===== config.mk =====
export PLATFORM = sky130hd
export DESIGN_NAME = growable_slot_allocator_top_flat
export DESIGN_NICKNAME = d
export VERILOG_FILES = /design/src/sv/gsa_pkg.sv /design/src/sv/gsa_req_if.sv /design/src/sv/gsa_rsp_if.sv /design/src/sv/gsa_ctrl.sv /design/src/sv/gsa_datapath.sv /design/src/sv/growable_slot_allocator_top.sv /design/src/flat_wrapper.sv
export SDC_FILE = /design/constraint.sdc
export NUM_CORES = 1
export LEC_CHECK = 0
export ABC_CLOCK_PERIOD_IN_PS = 3450
export BUFFER_PORTS_ARGS = -buffer_cell sky130_fd_sc_hd__buf_2
export CORE_MARGIN = 4
export CORE_UTILIZATION = 50
export CTS_BUF_LIST = sky130_fd_sc_hd__clkbuf_16
export CTS_CLUSTER_DIAMETER = 200
export CTS_CLUSTER_SIZE = 28
export DETAILED_ROUTE_END_ITERATION = 10
export PLACE_DENSITY = 0.79
export SLEW_MARGIN = 15
export SYNTH_ARGS = -nofsm -noshare
export SYNTH_HDL_FRONTEND = slang
export SYNTH_SLANG_ARGS = --single-unit

===== constraint.sdc =====
create_clock -name i_clk -period 3.45 [get_ports i_clk]
set_input_delay 1.035 -clock i_clk [delete_from_list [all_inputs] [get_ports i_clk]]
set_output_delay 1.035 -clock i_clk [all_outputs]
set_load 0.05 [all_outputs]

===== src/sv/gsa_pkg.sv =====
`timescale 1ns / 1ps
// ----------------------------------------------------------------------------
// Slot allocator package
// Shared types and codes for the growable slot allocator.
// ----------------------------------------------------------------------------
package gsa_pkg;

    typedef enum logic [2:0] {
        CMD_ALLOC   = 3'd0,
        CMD_RELEASE = 3'd1,
        CMD_QUERY   = 3'd2,
        CMD_CLEAR   = 3'd3,
        CMD_INIT    = 3'd4
    } t_cmd;

    typedef enum logic {
        CFG_SLOT_LIMIT  = 1'b0,
        CFG_START_SLOTS = 1'b1
    } t_cfg_reg;

    typedef enum logic {
        ST_IDLE = 1'b0,
        ST_EXEC = 1'b1
    } t_state;

    localparam logic [6:0] SLOT_LIMIT_RST  = 7'd64;
    localparam logic [6:0] START_SLOTS_RST = 7'd1;

    typedef struct packed {
        logic [2:0] cmd;
        logic [5:0] slot;
    } t_req;

    typedef struct packed {
        logic       ok;
        logic [5:0] slot_out;
        logic       is_busy;
        logic [6:0] free_count;
        logic       all_busy;
        logic [6:0] pool_size;
    } t_rsp;

    typedef struct packed {
        logic load;
        logic commit;
    } t_ctl;

    typedef struct packed {
        logic out_free;
    } t_sts;

endpackage


===== src/sv/gsa_req_if.sv =====
`timescale 1ns / 1ps
// ----------------------------------------------------------------------------
// Slot allocator request channel
// Valid/ready channel that carries one command transaction.
// ----------------------------------------------------------------------------
interface gsa_req_if;
    logic          valid;
    logic          ready;
    gsa_pkg::t_req data;

    modport source (output valid, output data, input ready);
    modport sink   (input valid, input data, output ready);
endinterface


===== src/sv/gsa_rsp_if.sv =====
`timescale 1ns / 1ps
// ----------------------------------------------------------------------------
// Slot allocator response channel
// Valid/ready channel that carries one result transaction.
// ----------------------------------------------------------------------------
interface gsa_rsp_if;
    logic          valid;
    logic          ready;
    gsa_pkg::t_rsp data;

    modport source (output valid, output data, input ready);
    modport sink   (input valid, input data, output ready);
endinterface


===== src/sv/gsa_ctrl.sv =====
`timescale 1ns / 1ps
// ----------------------------------------------------------------------------
// Slot allocator controller
// Two-state sequencer: takes a command, then commits it once the output
// register can take the result.
// ----------------------------------------------------------------------------
module gsa_ctrl (
    input  logic          i_clk,
    input  logic          i_rst_n,
    input  logic          i_req_valid,
    output logic          o_req_ready,
    input  gsa_pkg::t_sts i_sts,
    output gsa_pkg::t_ctl o_ctl
);
    import gsa_pkg::*;

    t_state r_state;
    t_state n_state;

    always_ff @(posedge i_clk) begin
        if (!i_rst_n) begin
            r_state <= ST_IDLE;
        end else begin
            r_state <= n_state;
        end
    end

    always_comb begin
        n_state = r_state;
        case (r_state)
            ST_IDLE: begin
                if (i_req_valid) begin
                    n_state = ST_EXEC;
                end
            end
            ST_EXEC: begin
                if (i_sts.out_free) begin
                    n_state = ST_IDLE;
                end
            end
            default: begin
                n_state = ST_IDLE;
            end
        endcase
    end

    always_comb begin
        o_req_ready  = 1'b0;
        o_ctl.load   = 1'b0;
        o_ctl.commit = 1'b0;
        case (r_state)
            ST_IDLE: begin
                o_req_ready = 1'b1;
                o_ctl.load  = i_req_valid;
            end
            ST_EXEC: begin
                o_ctl.commit = i_sts.out_free;
            end
            default: begin
                o_req_ready = 1'b0;
            end
        endcase
    end

endmodule


===== src/sv/gsa_datapath.sv =====
`timescale 1ns / 1ps
// ----------------------------------------------------------------------------
// Slot allocator datapath
// Busy flags, pool size, free count, configuration, first-free search and
// the result register.
// ----------------------------------------------------------------------------
module gsa_datapath #(
    parameter int MAX_SLOTS = 64
) (
    input  logic          i_clk,
    input  logic          i_rst_n,
    input  logic          i_cfg_we,
    input  logic          i_cfg_idx,
    input  logic [6:0]    i_cfg_data,
    input  gsa_pkg::t_req i_req_data,
    input  gsa_pkg::t_ctl i_ctl,
    output gsa_pkg::t_sts o_sts,
    output logic          o_rsp_valid,
    input  logic          i_rsp_ready,
    output gsa_pkg::t_rsp o_rsp_data
);
    import gsa_pkg::*;

    localparam int CAP  = (MAX_SLOTS < 127) ? MAX_SLOTS : 127;
    localparam int IW   = (CAP > 1) ? $clog2(CAP) : 1;
    localparam int NGRP = (CAP + 7) / 8;

    logic [CAP-1:0]    r_busy;
    logic [CAP-1:0]    n_busy;
    logic [6:0]        r_pool;
    logic [6:0]        n_pool;
    logic [6:0]        r_fc;
    logic [6:0]        n_fc;
    logic [6:0]        r_limit;
    logic [6:0]        r_start;
    logic [2:0]        r_cmd;
    logic [5:0]        r_slot;
    logic [NGRP-1:0]   r_gany;
    logic [NGRP-1:0]   n_gany;
    logic [2:0]        r_gidx [NGRP];
    logic [2:0]        n_gidx [NGRP];
    logic              r_out_valid;
    t_rsp              r_out;
    t_rsp              n_out;

    logic [CAP-1:0]    w_free_mask;
    logic [NGRP*8-1:0] w_mask_pad;
    logic              w_found;
    logic [6:0]        w_fidx;
    logic [6:0]        w_lim;
    logic [6:0]        w_slot7;
    logic              w_in_range;
    logic [IW-1:0]     w_sidx;

    always_comb begin
        for (int i = 0; i < CAP; i++) begin
            w_free_mask[i] = !r_busy[i] && (7'(i) < r_pool);
        end
        w_mask_pad = (NGRP*8)'(w_free_mask);
    end

    always_comb begin
        for (int g = 0; g < NGRP; g++) begin
            n_gany[g] = 1'b0;
            n_gidx[g] = '0;
            for (int b = 7; b >= 0; b--) begin
                if (w_mask_pad[g*8+b]) begin
                    n_gany[g] = 1'b1;
                    n_gidx[g] = 3'(b);
                end
            end
        end
    end

    always_comb begin
        w_found = 1'b0;
        w_fidx  = '0;
        for (int g = NGRP - 1; g >= 0; g--) begin
            if (r_gany[g]) begin
                w_found = 1'b1;
                w_fidx  = 7'(g * 8) + {4'b0000, r_gidx[g]};
            end
        end
    end

    assign w_lim      = (r_limit > 7'(CAP)) ? 7'(CAP) : r_limit;
    assign w_slot7    = {1'b0, r_slot};
    assign w_in_range = (w_slot7 < r_pool) && (w_slot7 < 7'(CAP));
    assign w_sidx     = IW'(w_slot7);

    always_comb begin
        n_busy           = r_busy;
        n_pool           = r_pool;
        n_fc             = r_fc;
        n_out            = '0;
        n_out.slot_out   = r_slot;
        case (t_cmd'(r_cmd))
            CMD_ALLOC: begin
                n_out.slot_out = '0;
                if (w_found) begin
                    n_busy[IW'(w_fidx)] = 1'b1;
                    n_fc                = r_fc - 7'd1;
                    n_out.ok            = 1'b1;
                    n_out.slot_out      = w_fidx[5:0];
                end else if (r_pool < w_lim) begin
                    n_busy[IW'(r_pool)] = 1'b1;
                    n_pool              = r_pool + 7'd1;
                    n_out.ok            = 1'b1;
                    n_out.slot_out      = r_pool[5:0];
                end
            end
            CMD_RELEASE: begin
                if (w_in_range) begin
                    if (r_busy[w_sidx]) begin
                        n_fc = r_fc + 7'd1;
                    end
                    n_busy[w_sidx] = 1'b0;
                    n_out.ok       = 1'b1;
                end
            end
            CMD_QUERY: begin
                if (w_in_range) begin
                    n_out.ok      = 1'b1;
                    n_out.is_busy = r_busy[w_sidx];
                end
            end
            CMD_CLEAR: begin
                n_busy   = '0;
                n_fc     = r_pool;
                n_out.ok = 1'b1;
            end
            CMD_INIT: begin
                n_busy   = '0;
                n_pool   = (r_start > w_lim) ? w_lim : r_start;
                n_fc     = n_pool;
                n_out.ok = 1'b1;
            end
            default: begin
                n_out.ok = 1'b0;
            end
        endcase
        n_out.free_count = n_fc;
        n_out.all_busy   = (n_fc == 7'd0);
        n_out.pool_size  = n_pool;
    end

    always_ff @(posedge i_clk) begin
        if (!i_rst_n) begin
            r_busy      <= '0;
            r_pool      <= '0;
            r_fc        <= '0;
            r_limit     <= SLOT_LIMIT_RST;
            r_start     <= START_SLOTS_RST;
            r_gany      <= '0;
            r_out_valid <= 1'b0;
        end else begin
            r_gany <= n_gany;
            if (i_cfg_we) begin
                if (i_cfg_idx == CFG_SLOT_LIMIT) begin
                    r_limit <= i_cfg_data;
                end else begin
                    r_start <= i_cfg_data;
                end
            end
            if (i_ctl.commit) begin
                r_busy      <= n_busy;
                r_pool      <= n_pool;
                r_fc        <= n_fc;
                r_out_valid <= 1'b1;
            end else if (i_rsp_ready) begin
                r_out_valid <= 1'b0;
            end
        end
    end

    always_ff @(posedge i_clk) begin
        r_gidx <= n_gidx;
        if (i_ctl.load) begin
            r_cmd  <= i_req_data.cmd;
            r_slot <= i_req_data.slot;
        end
        if (i_ctl.commit) begin
            r_out <= n_out;
        end
    end

    assign o_sts.out_free = !r_out_valid || i_rsp_ready;
    assign o_rsp_valid    = r_out_valid;
    assign o_rsp_data     = r_out;

endmodule


===== src/sv/growable_slot_allocator_top.sv =====
`timescale 1ns / 1ps
// ----------------------------------------------------------------------------
// Growable slot allocator
// Each command transaction is handled in the cycle in which it is accepted
// and then in a commit cycle. In the commit cycle the registered per-group
// free summaries of the busy flags are resolved to the lowest free slot and
// the flags, pool size and free count are updated, and the result is loaded
// into the output register. The commit waits while a previous result is
// still held and not taken; a new command is accepted while a result waits.
// The free count is kept as a running register, so no population count is
// needed. Configuration writes take effect at once and should be made while
// no command is in progress.
// ----------------------------------------------------------------------------
module growable_slot_allocator_top #(
    parameter int MAX_SLOTS = 64
) (
    input  logic       i_clk,
    input  logic       i_rst_n,
    input  logic       i_cfg_we,
    input  logic       i_cfg_idx,
    input  logic [6:0] i_cfg_data,
    gsa_req_if.sink    i_req,
    gsa_rsp_if.source  o_rsp
);
    import gsa_pkg::*;

    t_ctl w_ctl;
    t_sts w_sts;

    gsa_ctrl u_ctrl (
        .i_clk       (i_clk),
        .i_rst_n     (i_rst_n),
        .i_req_valid (i_req.valid),
        .o_req_ready (i_req.ready),
        .i_sts       (w_sts),
        .o_ctl       (w_ctl)
    );

    gsa_datapath #(
        .MAX_SLOTS (MAX_SLOTS)
    ) u_datapath (
        .i_clk       (i_clk),
        .i_rst_n     (i_rst_n),
        .i_cfg_we    (i_cfg_we),
        .i_cfg_idx   (i_cfg_idx),
        .i_cfg_data  (i_cfg_data),
        .i_req_data  (i_req.data),
        .i_ctl       (w_ctl),
        .o_sts       (w_sts),
        .o_rsp_valid (o_rsp.valid),
        .i_rsp_ready (o_rsp.ready),
        .o_rsp_data  (o_rsp.data)
    );

endmodule


===== src/flat_wrapper.sv =====
// flat-port wrapper written by rule: the top's interface ports become plain ports
module growable_slot_allocator_top_flat import gsa_pkg::*;
#(
    parameter int MAX_SLOTS = 64
)
  (i_clk, i_rst_n, i_cfg_we, i_cfg_idx, i_cfg_data, i_req_valid, i_req_data, i_req_ready, o_rsp_valid, o_rsp_data, o_rsp_ready);
  gsa_req_if i_req_i ();
  gsa_rsp_if o_rsp_i ();
  input  logic i_clk;
  input  logic i_rst_n;
  input  logic i_cfg_we;
  input  logic i_cfg_idx;
  input  logic [6:0] i_cfg_data;
  input wire logic [$bits(i_req_i.valid)-1:0] i_req_valid;
  input wire logic [$bits(i_req_i.data)-1:0] i_req_data;
  output wire logic [$bits(i_req_i.ready)-1:0] i_req_ready;
  output wire logic [$bits(o_rsp_i.valid)-1:0] o_rsp_valid;
  output wire logic [$bits(o_rsp_i.data)-1:0] o_rsp_data;
  input wire logic [$bits(o_rsp_i.ready)-1:0] o_rsp_ready;
  assign i_req_i.valid = i_req_valid;
  assign i_req_i.data = i_req_data;
  assign i_req_ready = i_req_i.ready;
  assign o_rsp_valid = o_rsp_i.valid;
  assign o_rsp_data = o_rsp_i.data;
  assign o_rsp_i.ready = o_rsp_ready;
  growable_slot_allocator_top #(.MAX_SLOTS(MAX_SLOTS)) u_core (.i_clk(i_clk), .i_rst_n(i_rst_n), .i_cfg_we(i_cfg_we), .i_cfg_idx(i_cfg_idx), .i_cfg_data(i_cfg_data), .i_req(i_req_i), .o_rsp(o_rsp_i));
endmodule

==> qor.csv <==
metric,value,unit
H-tree Lvls,4,
first-pass GRT wire length,61900,um
outcome,"complete, no violations",
sequential-to-total area share from yosys stat,33.7,%
Post-synth EDFFs,32,
Max Cap Viol,0,
CTS tree,built,
Worst Hold Slack,0.502,ns
remaining routing DRC violations,0,
Starting DRT DRC Count,1996,
Setup CP Type,reg2reg,
Mapped Area,10300,sq um
final setup TNS,0,ns
GPL Wtd Cong,1.10,
Worst Path Required,3.72,ns
clk_skew,0.00739,ns
Post-Synth Adder-Cell Area,2.67,%
Syn. warnings,0,
setup bufs post-CTS,0,
worst slew pin tran,0.975,ns
GRT overflow,0,
Slew HR,34.5,%
CTS root buf,clkbuf_16,
"Avg Cell Area, Syn",7.37,sq um
Routed WL per cell,23.7,um
Synth Flop Type,dfxtp_1,
Hold Crit Class,reg2reg,
layout cell share with drive strength beyond 1,13.2,%
IO Pins,47,
pin count of the biggest net entering global routing,59,
DP Area,11100,sq um
syn_nets,1445,
Synth Instances,1401,
peak supply drop,0.000316,V
Die Span X,152,um
fraction of synthesized area in multiplexers,4.21,%
unrepaired setup endpoints after global routing,false,
WL final,41000,um
critical path arrival,3.55,ns
vias in the first global route,10499,
Vias/cell,6.85,
total CTS buffers,17,
Synth Area in Simple Gates,22.3,%
CTS Buffer Depth,2,
setup violators final,0,
later-pin clock latency in the skew report,0.44,ns
worst-path fanout max,27,
crit path launch type,flop,
CP Capture Type,flop,
IO buf count,46,
Final ANT Viol Nets,0,
post-route cell area,11700,sq um
Pwr Density,479,nW/um^2
Post-CTS Resized,0,
hpwl dp,29200,um
clock transition at the registers of the reported paths,0.06,ns
Rows,52,
compound-gate portion of the synthesized area,31.4,%
Die ar.,23000,sq um
Core ar.,20300,sq um
Initial Utilization,50.8,%
die height,152,um
hold_buf cts,0,
Total Routing Usage GR,35.6,%
vias post-DR,11832,
clock sink count,158,
DRT Pass-1 Iters,7,
initial antenna violation count,1,
Max Slew Vio Count,0,
"FFs w/ async S/R, synth",0,%
Hold Path Cell Cnt,2,
"reg-to-reg slack, setup",0.17,ns
largest family of logic cells by synthesized area,compound AO/OA/AOI/OAI gates,
Final Cycle Share,95.2,%
Ant. Diodes,0,
P_leak,4.48,nW
Max Freq,305,MHz
Hold Fails Final Rpt,0,
min Tclk post-route,3.28,ns
r2r worst-path depth,10,
Synth Register Bits,158,
nets@finish,1489,
xor and xnor area share after synthesis,0.509,%
Layout area overhead,13.7,%
"Distinct cells, synth",77,
final core occ,57.8,%
synthesized netlist by cell type, drive strengths merged (6+ instances only):
library cell	number	area share, %
mux4	11	2.4
edfxtp	32	9.3
a21oi	219	11
ha	22	2.7
nor2	215	7.8
nor3	68	3.3
and2	11	0.67
o21ai	171	8.3
nand2	105	3.8
nand3	33	1.6
buf	19	1.1
mux2i	13	1.3
nor2b	14	0.85
a21o	8	0.58
inv	31	1.1
a311oi	9	0.76
a221o	7	0.68
o22ai	9	0.55
nand2b	14	0.85
a211oi	14	1.1
clkbuf	79	2.9
xnor2	6	0.51
and3	6	0.36
a221oi	13	1.2
a31oi	31	2.0
a211o	8	0.68
nand3b	9	0.65
dfxtp	126	24
where the power goes:
part / leakage, nW / switching (mW) / total (mW) / internal, mW
clock: 0.279 / 0.815 / 1.88 / 1.06
sequential: 1.34 / 0.154 / 2.22 / 2.06
combinational: 2.86 / 1.04 / 1.53 / 0.490
total: 4.48 / 2.01 / 5.62 / 3.62
area by class of cell:
cell class / instances / area [sq um]
clock buffer: 17 / 425
clock inverter: 15 / 149
fill: 1875 / 8570
inverter: 33 / 124
multi-input combinational: 1112 / 6340
sequential: 158 / 3480
tap: 270 / 338
timing repair buffer: 123 / 871
through the flow:
step                cells  setup WS [ns]  total power, mW
floorplan            1401          0.184             3.17
global placement     1696          0.209             3.67
detailed placement   1696         0.0995             3.69
CTS                  1728         0.0893             5.55
global route         1728         0.0779             5.82
finish               1728          0.166             5.62
cells in the final DEF (no fill, tap or decap), drive strengths merged, types with 5 or more instances in the layout:
cell type	n
a31oi	31
clkinv	11
nand3b	9
a221oi	13
or2	5
nor4	5
nor3	68
or4	5
buf	123
a41oi	5
a211oi	14
mux4	11
a21oi	219
edfxtp	32
nand3	33
mux2i	13
a21o	8
a21boi	5
dfxtp	126
a311oi	9
nor2b	14
nand2b	14
o211ai	5
and2	11
clkbuf	17
a211o	8
o22ai	9
ha	22
mux2	5
nor2	215
inv	33
nand2	105
or3	5
o21a	5
and3	6
o21ai	171
a221o	7
xnor2	6
logic make-up after synthesis:
group / Yosys count
muxes: 29
xor gates and xnor gates: 6
DFF: 158
buffers and inverters: 131
AOI/OAI and AO/OA: 547
adders and majority gates: 22
and+or+nand+nor: 508
path summary, 6_finish.rpt:
kind                                 from                         endpoint
max           u_core.u_datapath.r_slot[2]  u_core.u_datapath.o_rsp_data[7]
min          u_core.u_datapath.r_limit[2]     u_core.u_datapath.r_limit[2]
max reg2reg   u_core.u_datapath.r_slot[2]  u_core.u_datapath.o_rsp_data[7]
min reg2reg  u_core.u_datapath.r_limit[2]     u_core.u_datapath.r_limit[2]
metal layers:
| layer | global-route usage, % | routed length (um) |
|---|---|---|
| met5 | 0 | 0 |
| met4 | 16.8 | 2770 |
| met3 | 11.2 | 6220 |
| met2 | 50.8 | 16400 |
| met1 | 48.9 | 15600 |
critical path: stages, from the launching register on:
cell and delay, ns:
edfxtp_1 0.41, buf_12 0.19, and2b_1 0.38, a221oi_1 0.13, o22a_1 0.21, o22a_1 0.28, a31oi_4 0.23, nor2_1 0.11
a221o_1 0.42, or4b_1 0.53, nor4_2 0.22
state kept, by name, indices dropped and copies added (netlist names):
signal / count
u_core.u_datapath.r_busy: 64
u_core.u_datapath.r_gidx: 24
u_core.u_datapath.o_rsp_data: 23
u_core.u_datapath.r_gany: 8
u_core.u_datapath.r_fc: 7
u_core.u_datapath.r_limit: 7
u_core.u_datapath.r_pool: 7
u_core.u_datapath.r_start: 7
u_core.u_datapath.r_slot: 6
u_core.u_datapath.r_cmd: 3
u_core.u_ctrl.r_state: 1
u_core.u_datapath.o_rsp_valid: 1
(Power assumes the default switching activity.)
